File: config.mk
export PLATFORM = sky130hd
export DESIGN_NAME = srchk_back
export DESIGN_NICKNAME = d
export VERILOG_FILES = /design/src/rtl/core/srchk_pkg.sv /design/src/rtl/core/srchk_back.sv
export SDC_FILE = /design/constraint.sdc
export NUM_CORES = 1
export LEC_CHECK = 0
export ABC_AREA = 1
export BUFFER_PORTS_ARGS = -buffer_cell sky130_fd_sc_hd__buf_2
export CAP_MARGIN = 30
export CORE_MARGIN = 3
export CORE_UTILIZATION = 64
export CTS_CLUSTER_DIAMETER = 40
export DETAILED_ROUTE_END_ITERATION = 8
export GPL_TIMING_DRIVEN = 0
export PLACE_DENSITY = 0.88
export SLEW_MARGIN = 10
export SYNTH_ARGS = -nofsm -noshare
export SYNTH_HDL_FRONTEND = slang
export SYNTH_SLANG_ARGS = --single-unit
File: constraint.sdc
create_clock -name clk -period 10.2 [get_ports clk]
set_input_delay 2.04 -clock clk [delete_from_list [all_inputs] [get_ports clk]]
set_output_delay 2.04 -clock clk [all_outputs]
set_load 0.005 [all_outputs]
File: src/rtl/core/srchk_pkg.sv
// Shared types and constants for the segment reassembly checker.
// Used by every module in rtl/core; depends on nothing else.
package srchk_pkg;

	localparam int COUNT_WIDTH_DEF = 32;
	localparam int QUEUE_DEPTH_DEF = 4;
	localparam logic [15:0] CAPACITY_RESET = 16'd4096;

	localparam logic [1:0] OP_START  = 2'd0;
	localparam logic [1:0] OP_APPEND = 2'd1;
	localparam logic [1:0] OP_CLEAR  = 2'd2;
	localparam logic [1:0] OP_UNUSED = 2'd3;

	typedef enum logic [1:0] {
		CMD_START,
		CMD_APPEND,
		CMD_CLEAR,
		CMD_NONE
	} cmd_t;

	typedef struct packed {
		cmd_t        cmd;
		logic [31:0] seq;
		logic [7:0]  kind;
		logic [15:0] file;
		logic [15:0] index;
		logic [15:0] total;
		logic [15:0] length;
	} item_t;

	typedef struct packed {
		logic full;
		logic empty;
	} q_status_t;

endpackage

File: src/rtl/core/srchk_back.sv
// Back stage: sequence tracking, header check, fill accounting and the result register.
// Depends on srchk_pkg.
module srchk_back #(
	parameter int COUNT_WIDTH = srchk_pkg::COUNT_WIDTH_DEF
) (
	input  logic                 clk,
	input  logic                 arst_n,
	input  logic [15:0]          capacity,
	input  srchk_pkg::q_status_t q_stat,
	input  srchk_pkg::item_t     item,
	output logic                 pop,
	output logic                 out_valid,
	input  logic                 out_ready,
	output logic                 accepted,
	output logic [31:0]          missed_count,
	output logic [31:0]          error_count,
	output logic [15:0]          fill_level
);
	import srchk_pkg::*;

	logic                   out_valid_q;
	logic                   accepted_q;
	logic                   first_q;
	logic [31:0]            expected_q;
	logic [COUNT_WIDTH-1:0] missed_q;
	logic [COUNT_WIDTH-1:0] error_q;
	logic                   ok_q;
	logic [7:0]             kind_q;
	logic [15:0]            file_q;
	logic [15:0]            total_q;
	logic [15:0]            seg_q;
	logic [15:0]            bytes_q;

	logic [31:0]               exp_eff;
	logic [31:0]               gap;
	logic                      fwd;
	logic [COUNT_WIDTH+31:0]   gap_ext;
	logic [COUNT_WIDTH-1:0]    missed_add;
	logic [15:0]               seg_next;
	logic                      match;
	logic                      ok_next;
	logic [16:0]               sum;
	logic                      fits;
	logic [COUNT_WIDTH+31:0]   missed_ext;
	logic [COUNT_WIDTH+31:0]   error_ext;

	assign pop = !q_stat.empty && (!out_valid_q || out_ready);

	assign exp_eff    = first_q ? item.seq : expected_q;
	assign gap        = item.seq - exp_eff;
	assign fwd        = item.seq > exp_eff;
	assign gap_ext    = {{COUNT_WIDTH{1'b0}}, gap};
	assign missed_add = missed_q + gap_ext[COUNT_WIDTH-1:0];
	assign seg_next   = seg_q + 16'd1;
	assign match      = (item.kind == kind_q) && (item.file == file_q) &&
	                    (item.index == seg_next) && (item.total == total_q);
	assign ok_next    = ok_q && match;
	assign sum        = {1'b0, bytes_q} + {1'b0, item.length};
	assign fits       = sum <= {1'b0, capacity};

	assign missed_ext   = {32'd0, missed_q};
	assign error_ext    = {32'd0, error_q};
	assign out_valid    = out_valid_q;
	assign accepted     = accepted_q;
	assign missed_count = missed_ext[31:0];
	assign error_count  = error_ext[31:0];
	assign fill_level   = bytes_q;

	always_ff @(posedge clk or negedge arst_n) begin
		if (!arst_n) begin
			out_valid_q <= 1'b0;
			accepted_q  <= 1'b0;
			first_q     <= 1'b1;
			expected_q  <= '0;
			missed_q    <= '0;
			error_q     <= '0;
			ok_q        <= 1'b0;
			kind_q      <= '0;
			file_q      <= '0;
			total_q     <= '0;
			seg_q       <= '0;
			bytes_q     <= '0;
		end else begin
			if (pop) begin
				out_valid_q <= 1'b1;
			end else if (out_ready) begin
				out_valid_q <= 1'b0;
			end
			if (pop) begin
				accepted_q <= 1'b0;
				unique case (item.cmd)
					CMD_START: begin
						ok_q    <= 1'b1;
						kind_q  <= item.kind;
						file_q  <= item.file;
						total_q <= item.total;
						seg_q   <= '0;
						bytes_q <= '0;
					end
					CMD_APPEND: begin
						first_q    <= 1'b0;
						expected_q <= item.seq + 32'd1;
						if (fwd) begin
							missed_q <= missed_add;
						end
						seg_q <= seg_next;
						ok_q  <= ok_next;
						if (ok_next) begin
							if (fits) begin
								bytes_q    <= sum[15:0];
								accepted_q <= 1'b1;
							end
						end else begin
							error_q <= error_q + 1'b1;
						end
					end
					CMD_CLEAR: begin
						first_q    <= 1'b1;
						expected_q <= '0;
						missed_q   <= '0;
						error_q    <= '0;
						bytes_q    <= '0;
					end
					CMD_NONE: begin
					end
					default: begin
					end
				endcase
			end
		end
	end

endmodule

==> results.md, run 1 <==
| Group | Quantity | This run |
|:---|:---|:---|
| worst setup path | Worst reg2reg path startpoint | fill_level[0] |
| clock tree | Post-CTS setup buffer count | 0 |
| pwr | Switch share | 0.4948 |
| sta | Worst slew margin | 0.4208 |
| pwr | Worst IR Drop VDD | 0.0002157 V |
| sta | Worst setup slack after layout | 4482 ps |
| synthesis | Cells taking the most area after synthesis | dfrtp_1 (29%), nand2_1 (16%), inv_1 (9.6%) |
| worst setup path | Timing startpoint of the critical path | item[0] |
| finish | Layout fillers | 1828 |
| worst hold path | Worst hold path stage count | 2 |
| worst setup path | Worst setup path endpoint | fill_level[9] |
| synthesis | Unique cell type count in the Yosys netlist | 53 |
| synthesis | Share of flip-flops with an asynchronous set or reset after synthesis | 1.000 |
| sta | Unrepaired setup endpoints after global routing | no |
| sta | Layout Skew | 19.67 ps |
| detailed routing | Via Count | 15580 |
| placement | Last weighted congestion value of the routability-driven placer | 0.9623 |
| worst setup path | Most used cell, CP | nand2_1 |
| synthesis | Syn nets | 2469 |
| sta | Final setup TNS | 0 ps |
| synthesis | Average footprint of a synthesized cell | 6.779 sq um |
| die | Core area | 0.02278 sq mm |
| global routing | Vias in the first global route | 14940 |
| placement | Post-detailed-placement cell area | 0.01644 sq mm |
| synthesis | Most instantiated library cell after synthesis | nand2_1 |
| pwr | Power Internal | 2.128 mW |
| worst setup path | Critical Path Sink Type | register |
| synthesis | Post-synth EDFFs | 0 |
| pwr | Power per Cell Area | 246.6 mW/mm^2 |
| finish | Cell area after layout | 0.01708 sq mm |
| detailed routing | WL final | 45.11 mm |
| synthesis | Cells after Synth | 2207 |
| worst setup path | Worst reg2reg endpoint | fill_level[9] |
| clock tree | Maximum buffer depth of the clock tree | 2 |
| worst setup path | Setup Crit Path Kind | in -> reg |
| global routing | Pin count of the biggest net entering global routing | 98 |
| pwr | Part of the total power dissipated in combinational logic | 0.605 |
| global routing | Global route overflow | 0 |
| clock tree | Clock insertion delay at the later pin of the skew report | 460 ps |
| detailed routing | Average wire per standard cell | 16.31 microns |
| global routing | Initial antenna violation count | 5 |
| clock tree | Number of hold-repair buffers added at the cts stage | 0 |
| synthesis | Area fraction of the dominant cell type after synthesis | 0.2860 |
| finish | Number of nets in the final layout | 2698 |
| detailed routing | DR vias/cell | 5.635 |
| sta | Final hold slack | 494.7 ps |
| worst setup path | Critical-path top delay cell | o21ai_0 |
| die | Height of the chip | 158.9 microns |
| die | Die area | 0.02525 sq mm |
| placement | Post-place setup slack | 4092 ps |
| global routing | Total GRT Usage | 0.3529 |
| placement | Cell total after placement | 2730 |
| synthesis | Cell types with the highest counts after synthesis | nand2_1 (640), inv_1 (382), nor2_1 (174) |
| detailed routing | Count of TritonRoute iterations in the first routing pass | 8 |
| clock tree | Sink Count | 172 |
| synthesis | Flip-flop and latch count after synthesis | 172 |
| worst setup path | Type of origin of the critical path | primary input |
| finish | Layout cell share with drive strength beyond 1 | 0.1298 |
| worst setup path | Top cell family by delay on the critical path | simple AND/OR/NAND/NOR gates |
| clock tree | H-tree depth reported by CTS | 4 |
| sta | Number of setup violations in the final report | 0 |
| die | Number of primary I/O pins | 210 |
| die | Initial core utilization | 0.6568 |
| detailed routing | Number of design rule violations left after detail routing | 0 |
| pwr | Leakage Power | 9.245 nW |
| worst setup path | Required time at the endpoint of the critical path | 10550 ps |
| die | Floorplan row count | 55 |
| run status | Outcome | finished clean |
| placement | Port-buffer cells | 208 |
| worst hold path | Hold/Removal Path Class | reg -> reg |
| clock tree | CTS tree | done |
| global routing | Global-route wire length before repair | 73.40 mm |
| sta | Final clock period utilization by the worst path | 0.5605 |
| clock tree | Library cell used as clock root buffer | clkbuf_16 |
| worst setup path | CP Depth | 29 |
| pwr | Power dissipated by switching net loads | 2.084 mW |
| sta | Final Hold Viols | 0 |
| worst setup path | Sum of buffers and inverters on the critical path | 5 |
| die | Chip Width | 158.9 microns |
| placement | Hpwl dp | 34.73 mm |
| sta | Max Clk Rate | 0.1749 GHz |
| pwr | Portion of total power attributed to sequential cells | 0.229 |
| clock tree | Count of cells resized by post-cts repair | 0 |
| synthesis | Part of the Yosys area used for sequential elements | 0.2878 |
| synthesis | Library cell occupying the most area in the post-synthesis netlist | dfrtp_1 |
| pwr | Clock network fraction of design power | 0.166 |
| worst setup path | Arrival time at the worst endpoint | 6070 ps |
| synthesis | Yosys warnings | 0 |
| finish | Non-filler instance count after layout | 2765 |
| worst setup path | Largest fanout on the critical path | 10 |
| sta | Slew at the pin with the worst max-slew slack | 868.7 ps |
| worst setup path | Worst-case reg-to-reg path depth | 28 |
| detailed routing | Iter 0 DRT Violations | 1497 |
| worst setup path | Setup slack, reg-to-reg | 5730 ps |
| job | Max-cap violations | 0 |
| synthesis | Area of the mapped netlist | 0.01496 sq mm |
| clock tree | Number of buffers added by the clock tree synthesis step | 17 |
| sta | Number of max-slew violations in the final report | 0 |
| sta | Min Tclk post-route | 5718 ps |
| finish | Multi-input logic area | 0.008977 sq mm |
| detailed routing | Antenna viol nets, final | 0 |
| synthesis | Primary flip-flop cell chosen by synthesis mapping | dfrtp_1 |
| finish | Layout area overhead | 14.18% |
| finish | Area taken by flip-flops and latches | 0.004305 sq mm |
| clock tree | Clock edge transition at the registers on the reported setup and hold paths | 80 ps |
| worst setup path | Crit path largest cell delay | 400 ps |
[layer usage]
| metal | share of wire | vias up | GRT usage |
|---|---|---|---|
| met2 | 0.47 | 757 | 0.5876 |
| li1 | - | 7477 | - |
| met3 | 0.083 | 140 | 0.06157 |
| met4 | 0.034 | 6 | 0.1281 |
| met1 | 0.42 | 7200 | 0.4645 |
| met5 | 0.00082 | - | 0 |
[kinds of logic (layout without fill, tap and decap cells)]
logic type | after synthesis | in the layout | synth area share
AO/OA/AOI/OAI | 315 | 315 | 0.1227
XOR/XNOR | 69 | 69 | 0.04039
buffers and inverters | 432 | 674 | 0.1122
adder cells (fa/ha/maj) | 135 | 135 | 0.1290
other | 0 | 3 | 0
AND/OR/NAND/NOR | 1084 | 1084 | 0.3080
flip-flops | 172 | 172 | 0.2878
[worst min-delay path: stages (launching register included)]
cell and delay (ps):
dfrtp_1 360, nand2_1 60, o31ai_1 50
[power by group through the flow]
stage,Clock (mW),Sequential [mW],Combinational (mW)
after floorplan,0,0.952,1.81
after global placement,0,0.962,2.41
after detailed placement,0,0.969,2.47
after CTS,0.707,0.959,2.50
final,0.701,0.963,2.55
after global routing,0.738,0.982,2.86
[how the worst min path moves through the flow]
stage                               from        endpoint  slack (ps)
after floorplan           expected_q[23]  expected_q[23]         440
after global placement    expected_q[23]  expected_q[23]         460
after detailed placement  expected_q[15]  expected_q[15]         470
after CTS                 expected_q[23]  expected_q[23]         490
after global routing      expected_q[23]  expected_q[23]         500
final                     expected_q[18]  expected_q[18]         490
[sequential cells by signal, indices dropped and copies added (netlist names)]
register      count
file_q           16
seg_q            16
fill_level       16
ok_q              1
kind_q            8
total_q          16
missed_count     32
expected_q       32
first_q           1
accepted          1
error_count      32
out_valid         1
[layout by cell type (no fill, tap or decap), drive strengths merged, types with 2 or more instances in the layout]
cell type	Yosys	layout
nor4	13	13
o21bai	5	5
xnor2	30	30
nand3	137	137
ha	103	103
nor3	40	40
o211ai	2	2
a21o	11	11
or2	19	19
o21ai	174	174
and2	2	2
nand3b	12	12
buf	9	219
inv	383	389
fa	32	32
a211oi	2	2
xor2	39	39
dfrtp	171	171
o22ai	12	12
a22o	2	2
a21oi	80	80
clkbuf	39	56
o31ai	2	2
diode	0	3
o21a	2	2
a32o	6	6
nor3b	6	6
a31oi	8	8
nor2	179	179
nand2	647	647
a21boi	3	3
clkinv	1	10
nand4	29	29
[final cells by class]
class	instances	share of cell area
timing repair buffer	210	0.06358
buffer	48	0.01384
inverter	384	0.08438
clock buffer	17	0.02490
multi-input combinational	1603	0.5255
antenna	3	0.0004395
sequential	172	0.2520
clock inverter	15	0.01238
tap	313	0.02293
[metrics by stage]
stage	utilization	power [mW]
2_1_floorplan	-	2.759
3_3_place_gp	0.7197	3.368
3_5_place_dp	0.7217	3.439
4_1_cts	0.7496	4.168
5_1_grt	0.7498	4.581
6_report	0.7500	4.213
No activity file was read; power rests on OpenSTA's default activity.
==> inputs of run 2 (changes only) <==
--- a/config.mk
+++ b/config.mk
@@ -9,11 +9,11 @@
 export BUFFER_PORTS_ARGS = -buffer_cell sky130_fd_sc_hd__buf_2
 export CAP_MARGIN = 30
 export CORE_MARGIN = 3
-export CORE_UTILIZATION = 64
+export CORE_UTILIZATION = 54
 export CTS_CLUSTER_DIAMETER = 40
 export DETAILED_ROUTE_END_ITERATION = 8
 export GPL_TIMING_DRIVEN = 0
-export PLACE_DENSITY = 0.88
+export PLACE_DENSITY = 0.79
 export SLEW_MARGIN = 10
 export SYNTH_ARGS = -nofsm -noshare
 export SYNTH_HDL_FRONTEND = slang
==> constraint.sdc (replaced) <==
create_clock -name clk -period 5.2 [get_ports clk]
set_input_delay 1.04 -clock clk [delete_from_list [all_inputs] [get_ports clk]]
set_output_delay 1.04 -clock clk [all_outputs]
set_load 0.005 [all_outputs]
==> run 2 against run 1 <==
Register-to-register slack worse by 5000 ps. Critical endpoint is now fill_level[7]. Clock skew is 6.1 ps lower. First-iteration DRC count is 7.4% lower. Global-route usage is 4.7 points lower. Worst hold slack worse by 6.7 ps. Clock-buffer cell count stayed put. Largest cell class unchanged. Cell count is 2.1% higher. Cell area hardly changed. Clock power is 85% higher.
==> results.md, run 2 (same netlist as run 1, synthesis figures left out) <==
| Group | Quantity | This run | Delta |
|:---|:---|:---|:---|
| run status | Outcome | finished clean |  |
| worst hold path | Hold/Removal Path Class | reg -> reg |  |
| global routing | Pin count of the biggest net entering global routing | 89 | -9.2% |
| detailed routing | DR vias/cell | 5.427 | -3.7% |
| placement | Post-detailed-placement cell area | 0.01651 sq mm | +0.45% |
| pwr | Power after layout | 8.143 mW | +93% |
| finish | Most frequent standard cell in the layout excluding fill and tap cells | nand2_1 |  |
| finish | Layout cell share with drive strength beyond 1 | 0.1298 | unchanged |
| detailed routing | Antenna viol nets, final | 0 | unchanged |
| clock tree | Post-CTS setup buffer count | 0 | unchanged |
| finish | Commonest non-fill, non-tap cells in the layout | nand2_1 (640), inv_1 (382), buf_2 (207), nor2_1 (174), dfrtp_1 (171) |  |
| worst setup path | Sum of buffers and inverters on the critical path | 5 | unchanged |
| sta | Worst slew margin | 0.4458 | +0.02495 |
| die | Height of the chip | 172.4 microns | +8.5% |
| die | Initial core utilization | 0.5520 | -0.1048 |
| worst setup path | Most used cell, CP | nand2_1 |  |
| sta | Max Clk Rate | 0.2175 GHz |  |
| clock tree | Clock insertion delay at the later pin of the skew report | 450 ps | about the same |
| die | Number of primary I/O pins | 210 | unchanged |
| finish | Number of nets in the final layout | 2698 | unchanged |
| pwr | Leakage Power | 9.229 nW | -0.18% |
| clock tree | H-tree depth reported by CTS | 4 | unchanged |
| sta | Slew at the pin with the worst max-slew slack | 831.3 ps | -37.42 ps |
| sta | Final Hold Viols | 0 | unchanged |
| pwr | Worst IR Drop VDD | 0.0003202 V | +48% |
| worst setup path | Setup Crit Path Kind | in -> reg |  |
| sta | Layout Skew | 13.56 ps | -6.114 ps |
| detailed routing | Number of design rule violations left after detail routing | 0 | unchanged |
| finish | Cell area after layout | 0.01709 sq mm | about the same |
| global routing | Vias in the first global route | 14460 | -3.3% |
| placement | Port-buffer cells | 208 | unchanged |
| sta | Final hold slack | 488.0 ps | -6.695 ps |
| clock tree | Library cell used as clock root buffer | clkbuf_16 |  |
| placement | Hpwl dp | 36.04 mm | +3.8% |
| global routing | Global route overflow | 0 | unchanged |
| sta | Worst setup slack after layout | 602.5 ps | -3880 ps |
| global routing | Initial antenna violation count | 4 | -1 |
| worst setup path | Worst-case reg-to-reg path depth | 17 | -39% |
| worst setup path | Top cell family by delay on the critical path | simple AND/OR/NAND/NOR gates |  |
| worst setup path | Crit path largest cell delay | 410 ps | about the same |
| worst setup path | Required time at the endpoint of the critical path | 5540 ps | -5010 ps |
| finish | Layout area overhead | 14.26% | about the same |
| placement | Cell total after placement | 2789 | +2.2% |
| worst setup path | Largest fanout on the critical path | 10 | unchanged |
| die | Floorplan row count | 60 | +9.1% |
| detailed routing | Count of TritonRoute iterations in the first routing pass | 6 | -2 |
| detailed routing | Iter 0 DRT Violations | 1386 | -7.4% |
| clock tree | Number of buffers added by the clock tree synthesis step | 17 | unchanged |
| clock tree | CTS tree | done |  |
| die | Core area | 0.02710 sq mm | +19% |
| clock tree | Sink Count | 172 | unchanged |
| job | Max-cap violations | 0 | unchanged |
| worst hold path | Worst hold path stage count | 2 | unchanged |
| finish | End-of-flow core utilization | 0.6307 | -0.1192 |
| die | Die area | 0.02974 sq mm | +18% |
| worst setup path | Arrival time at the worst endpoint | 4940 ps | -1130 ps |
| placement | Last weighted congestion value of the routability-driven placer | 0.9540 | -0.86% |
| global routing | Global-route wire length before repair | 72.33 mm | -1.4% |
| worst setup path | Type of origin of the critical path | primary input |  |
| sta | Unrepaired setup endpoints after global routing | no |  |
| placement | Post-place setup slack | 169.2 ps | -3923 ps |
| worst setup path | Critical Path Sink Type | register |  |
| clock tree | Number of hold-repair buffers added at the cts stage | 0 | unchanged |
| finish | Layout fillers | 2545 | +39% |
| detailed routing | Via Count | 15330 | -1.6% |
| worst setup path | CP Depth | 29 | unchanged |
| clock tree | Count of cells resized by post-cts repair | 0 | unchanged |
| finish | Multi-input logic area | 0.008977 sq mm | unchanged |
| worst setup path | Critical-path top delay cell | o21ai_0 |  |
| sta | Min Tclk post-route | 4598 ps |  |
| sta | Number of max-slew violations in the final report | 0 | unchanged |
| sta | Final clock period utilization by the worst path | 0.8841 |  |
| sta | Number of setup violations in the final report | 0 | unchanged |
| detailed routing | Average wire per standard cell | 16.17 microns | -0.88% |
| pwr | Power per Cell Area | 476.4 mW/mm^2 | +93% |
| global routing | Total GRT Usage | 0.3056 | -0.04730 |
| finish | Non-filler instance count after layout | 2824 | +2.1% |
| clock tree | Clock edge transition at the registers on the reported setup and hold paths | 70 ps | about the same |
| finish | Area taken by flip-flops and latches | 0.004305 sq mm | unchanged |
| sta | Final setup TNS | 0 ps | unchanged |
| clock tree | Maximum buffer depth of the clock tree | 2 | unchanged |
| detailed routing | WL final | 45.67 mm | +1.2% |
| die | Chip Width | 172.4 microns | +8.5% |
[run 2: changes by cell type in the layout (fill, tap and decap cells not counted), sizes merged]
cell	before	now
inv	389	392
clkinv	10	7
[run 2: routing by layer]
metal	part of all wire	track usage
met5	0.00059	0
met2	0.46	0.5038
met4	0.027	0.09337
met1	0.43	0.4144
met3	0.079	0.04984
[run 2: where the power goes]
part / internal [mW] / switching (mW) / total (mW)
Sequential: 1.64 / 0.252 / 1.89
Combinational: 1.87 / 3.08 / 4.95
Clock: 0.642 / 0.662 / 1.30
Total: 4.15 / 3.99 / 8.14
[run 2: tightest hold or removal path: stages (launching register included)]
cell     delay (ps)
dfrtp_1         350
nand2_1          50
o21ai_0          60
[run 2: cell type report]
type,count,area share
sequential,172,0.2519
multi-input combinational,1603,0.5252
clock buffer,17,0.02489
buffer,48,0.01383
tap,372,0.02723
inverter,384,0.08432
clock inverter,15,0.008710
timing repair buffer,210,0.06353
antenna,3,0.0004392
[run 2: final timing paths]
check / from / endpoint / slack [ps]
max: item[0] / fill_level[7] / 600
max reg2reg: first_q / missed_count[17] / 700
min in group asynchronous: arst_n / fill_level[13] / 600
min reg2reg: expected_q[7] / expected_q[7] / 490
min: expected_q[7] / expected_q[7] / 490
max in group asynchronous: arst_n / error_count[13] / 3690
==> inputs of run 3 (changes only) <==
--- a/config.mk
+++ b/config.mk
@@ -8,7 +8,7 @@
 export ABC_AREA = 1
 export BUFFER_PORTS_ARGS = -buffer_cell sky130_fd_sc_hd__buf_2
 export CAP_MARGIN = 30
-export CORE_MARGIN = 3
+export CORE_MARGIN = 2
 export CORE_UTILIZATION = 54
 export CTS_CLUSTER_DIAMETER = 40
 export DETAILED_ROUTE_END_ITERATION = 8
==> run 3 against run 2 <==
Cell count hardly changed. Via count fell by 0.91%. Wire length shrank 1.4%. Non-clock buffer count unchanged. Cell area rose by 0.24%. Global-route usage up 0.77 points. Combinational power about the same. Sequential power about the same. Clock-buffer cell count is 1 higher. Critical path type unchanged.
==> results.md, run 3 (same netlist as run 1, synthesis figures left out) <==
| Group | Quantity | This run | Delta |
|:---|:---|:---|:---|
| die | Chip Width | 170.4 microns | -1.2% |
| finish | Commonest non-fill, non-tap cells in the layout | nand2_1 (640), inv_1 (382), buf_2 (207), nor2_1 (174), dfrtp_1 (171) |  |
| worst setup path | Type of origin of the critical path | primary input |  |
| worst setup path | Largest fanout on the critical path | 10 | unchanged |
| sta | Number of max-slew violations in the final report | 0 | unchanged |
| worst setup path | Critical Path Sink Type | register |  |
| sta | Layout Skew | 12.81 ps | -0.7457 ps |
| worst setup path | Worst reg2reg endpoint | missed_count[23] |  |
| finish | End-of-flow core utilization | 0.6323 | +0.001523 |
| detailed routing | Count of TritonRoute iterations in the first routing pass | 5 | -1 |
| finish | Layout cell share with drive strength beyond 1 | 0.1298 | unchanged |
| sta | Unrepaired setup endpoints after global routing | no |  |
| global routing | Vias in the first global route | 14280 | -1.2% |
| clock tree | Clock edge transition at the registers on the reported setup and hold paths | 80 ps | about the same |
| placement | Last weighted congestion value of the routability-driven placer | 0.9925 | +4.0% |
| worst setup path | Critical-path top delay cell | fa_1 |  |
| sta | Max Clk Rate | 0.2176 GHz | about the same |
| global routing | Initial antenna violation count | 5 | +1 |
| global routing | Total GRT Usage | 0.3134 | +0.007722 |
| placement | Hpwl dp | 35.62 mm | -1.2% |
| clock tree | CTS tree | done |  |
| detailed routing | Antenna viol nets, final | 0 | unchanged |
| detailed routing | Iter 0 DRT Violations | 1235 | -11% |
| sta | Final setup TNS | 0 ps | unchanged |
| pwr | Power per Cell Area | 479.6 mW/mm^2 | +0.67% |
| detailed routing | Average wire per standard cell | 15.94 microns | -1.4% |
| die | Initial core utilization | 0.5520 | unchanged |
| clock tree | Library cell used as clock root buffer | clkbuf_16 |  |
| worst setup path | Worst-case reg-to-reg path depth | 19 | +2 |
| clock tree | Number of hold-repair buffers added at the cts stage | 0 | unchanged |
| pwr | Leakage Power | 9.235 nW | about the same |
| worst setup path | Setup Crit Path Kind | in -> reg |  |
| sta | Final clock period utilization by the worst path | 0.8837 | about the same |
| clock tree | Number of buffers added by the clock tree synthesis step | 17 | unchanged |
| sta | Worst slew margin | 0.4262 | -0.01958 |
| clock tree | H-tree depth reported by CTS | 4 | unchanged |
| die | Number of primary I/O pins | 210 | unchanged |
| pwr | Power after layout | 8.217 mW | +0.92% |
| clock tree | Count of cells resized by post-cts repair | 0 | unchanged |
| detailed routing | WL final | 45.02 mm | -1.4% |
| run status | Outcome | finished clean |  |
| global routing | Pin count of the biggest net entering global routing | 93 | +4.5% |
| sta | Final Hold Viols | 0 | unchanged |
| job | Max-cap violations | 0 | unchanged |
| die | Core area | 0.02710 sq mm | unchanged |
| worst hold path | Hold/Removal Path Class | reg -> reg |  |
| detailed routing | Number of design rule violations left after detail routing | 0 | unchanged |
| sta | Slew at the pin with the worst max-slew slack | 860.7 ps | +29.37 ps |
| clock tree | Post-CTS setup buffer count | 0 | unchanged |
| worst setup path | Arrival time at the worst endpoint | 4930 ps | about the same |
| placement | Port-buffer cells | 208 | unchanged |
| global routing | Global route overflow | 0 | unchanged |
| worst hold path | Startpoint of the tightest hold check path | expected_q[18] |  |
| sta | Number of setup violations in the final report | 0 | unchanged |
| clock tree | Sink Count | 172 | unchanged |
| worst setup path | Required time at the endpoint of the critical path | 5530 ps | about the same |
| pwr | Worst IR Drop VDD | 0.0003804 V | +19% |
| worst setup path | Setup slack, reg-to-reg | 660 ps | -40 ps |
| finish | Number of nets in the final layout | 2698 | unchanged |
| global routing | Global-route wire length before repair | 71.90 mm | -0.59% |
| sta | Min Tclk post-route | 4595 ps | -2.492 ps |
| die | Die area | 0.02905 sq mm | -2.3% |
| detailed routing | Via Count | 15190 | -0.91% |
| worst setup path | Crit path largest cell delay | 390 ps | -20 ps |
| die | Floorplan row count | 60 | unchanged |
| worst hold path | Min-Delay Endpoint | expected_q[18] |  |
| worst setup path | Worst reg2reg path startpoint | first_q |  |
| finish | Layout area overhead | 14.54% |  |
| worst setup path | Most used cell, CP | nand2_1 |  |
| finish | Most frequent standard cell in the layout excluding fill and tap cells | nand2_1 |  |
| detailed routing | DR vias/cell | 5.376 | -0.94% |
| worst hold path | Worst hold path stage count | 2 | unchanged |
| clock tree | Clock insertion delay at the later pin of the skew report | 450 ps | about the same |
| die | Height of the chip | 170.4 microns | -1.2% |
| clock tree | Maximum buffer depth of the clock tree | 2 | unchanged |
run 3: worst max path at each step:
stage / start / end / slack (ps) / cells after the start
global route: item[0] / fill_level[7] / 220 / 29
floorplan: item[0] / fill_level[10] / 960 / 28
global placement: arst_n / error_count[26] / 130 / 1
detailed placement: item[0] / fill_level[10] / 170 / 29
finish: item[0] / fill_level[7] / 600 / 29
CTS: item[0] / fill_level[7] / 650 / 29
run 3: power breakdown:
group	internal [mW]	total, mW	leakage (nW)	switching, mW
registers	1.64	1.89	2.23	0.249
clock network	0.704	1.35	0.294	0.650
logic	1.87	4.97	6.71	3.11
run 3: cell type report:
class | instances | area, sq um
fillers | 2525 | 9966
multi-input cells | 1603 | 8977
flip-flops and latches | 172 | 4305
inverters | 384 | 1441
repair buffers | 210 | 1086
well taps | 372 | 465.4
clock buffers | 18 | 439.2
plain buffers | 48 | 236.5
clock inverters | 14 | 173.9
diodes | 4 | 10.01
run 3: critical path: cells and delay by family:
kind | cells | cell delay (ps)
XOR/XNOR | 1 | 220
adder cells (fa/ha/maj) | 3 | 870
buffers and inverters | 5 | 480
AO/OA/AOI/OAI | 5 | 1040
AND/OR/NAND/NOR | 15 | 1270
run 3: layer usage:
metal,GRT usage,up-vias,routed length [microns]
met2,0.5057,569,20740
met1,0.4343,7071,20140
met4,0.1022,2,1034
li1,-,7472,-
met3,0.04465,73,3103
met5,0,-,13
run 3: metrics by stage:
step / setup slack [ps] / cells / hold slack, ps / instance area (sq um)
after CTS: 651.2 / 2821 / 485.4 / 17130
final: 604.9 / 2825 / 483.2 / 17140
after global routing: 217.8 / 2825 / 503.3 / 17140
after global placement: 129.2 / 2787 / 461.8 / 16470
after detailed placement: 172.6 / 2789 / 465.9 / 16510
after floorplan: 959.6 / 2207 / 443.8 / 14960
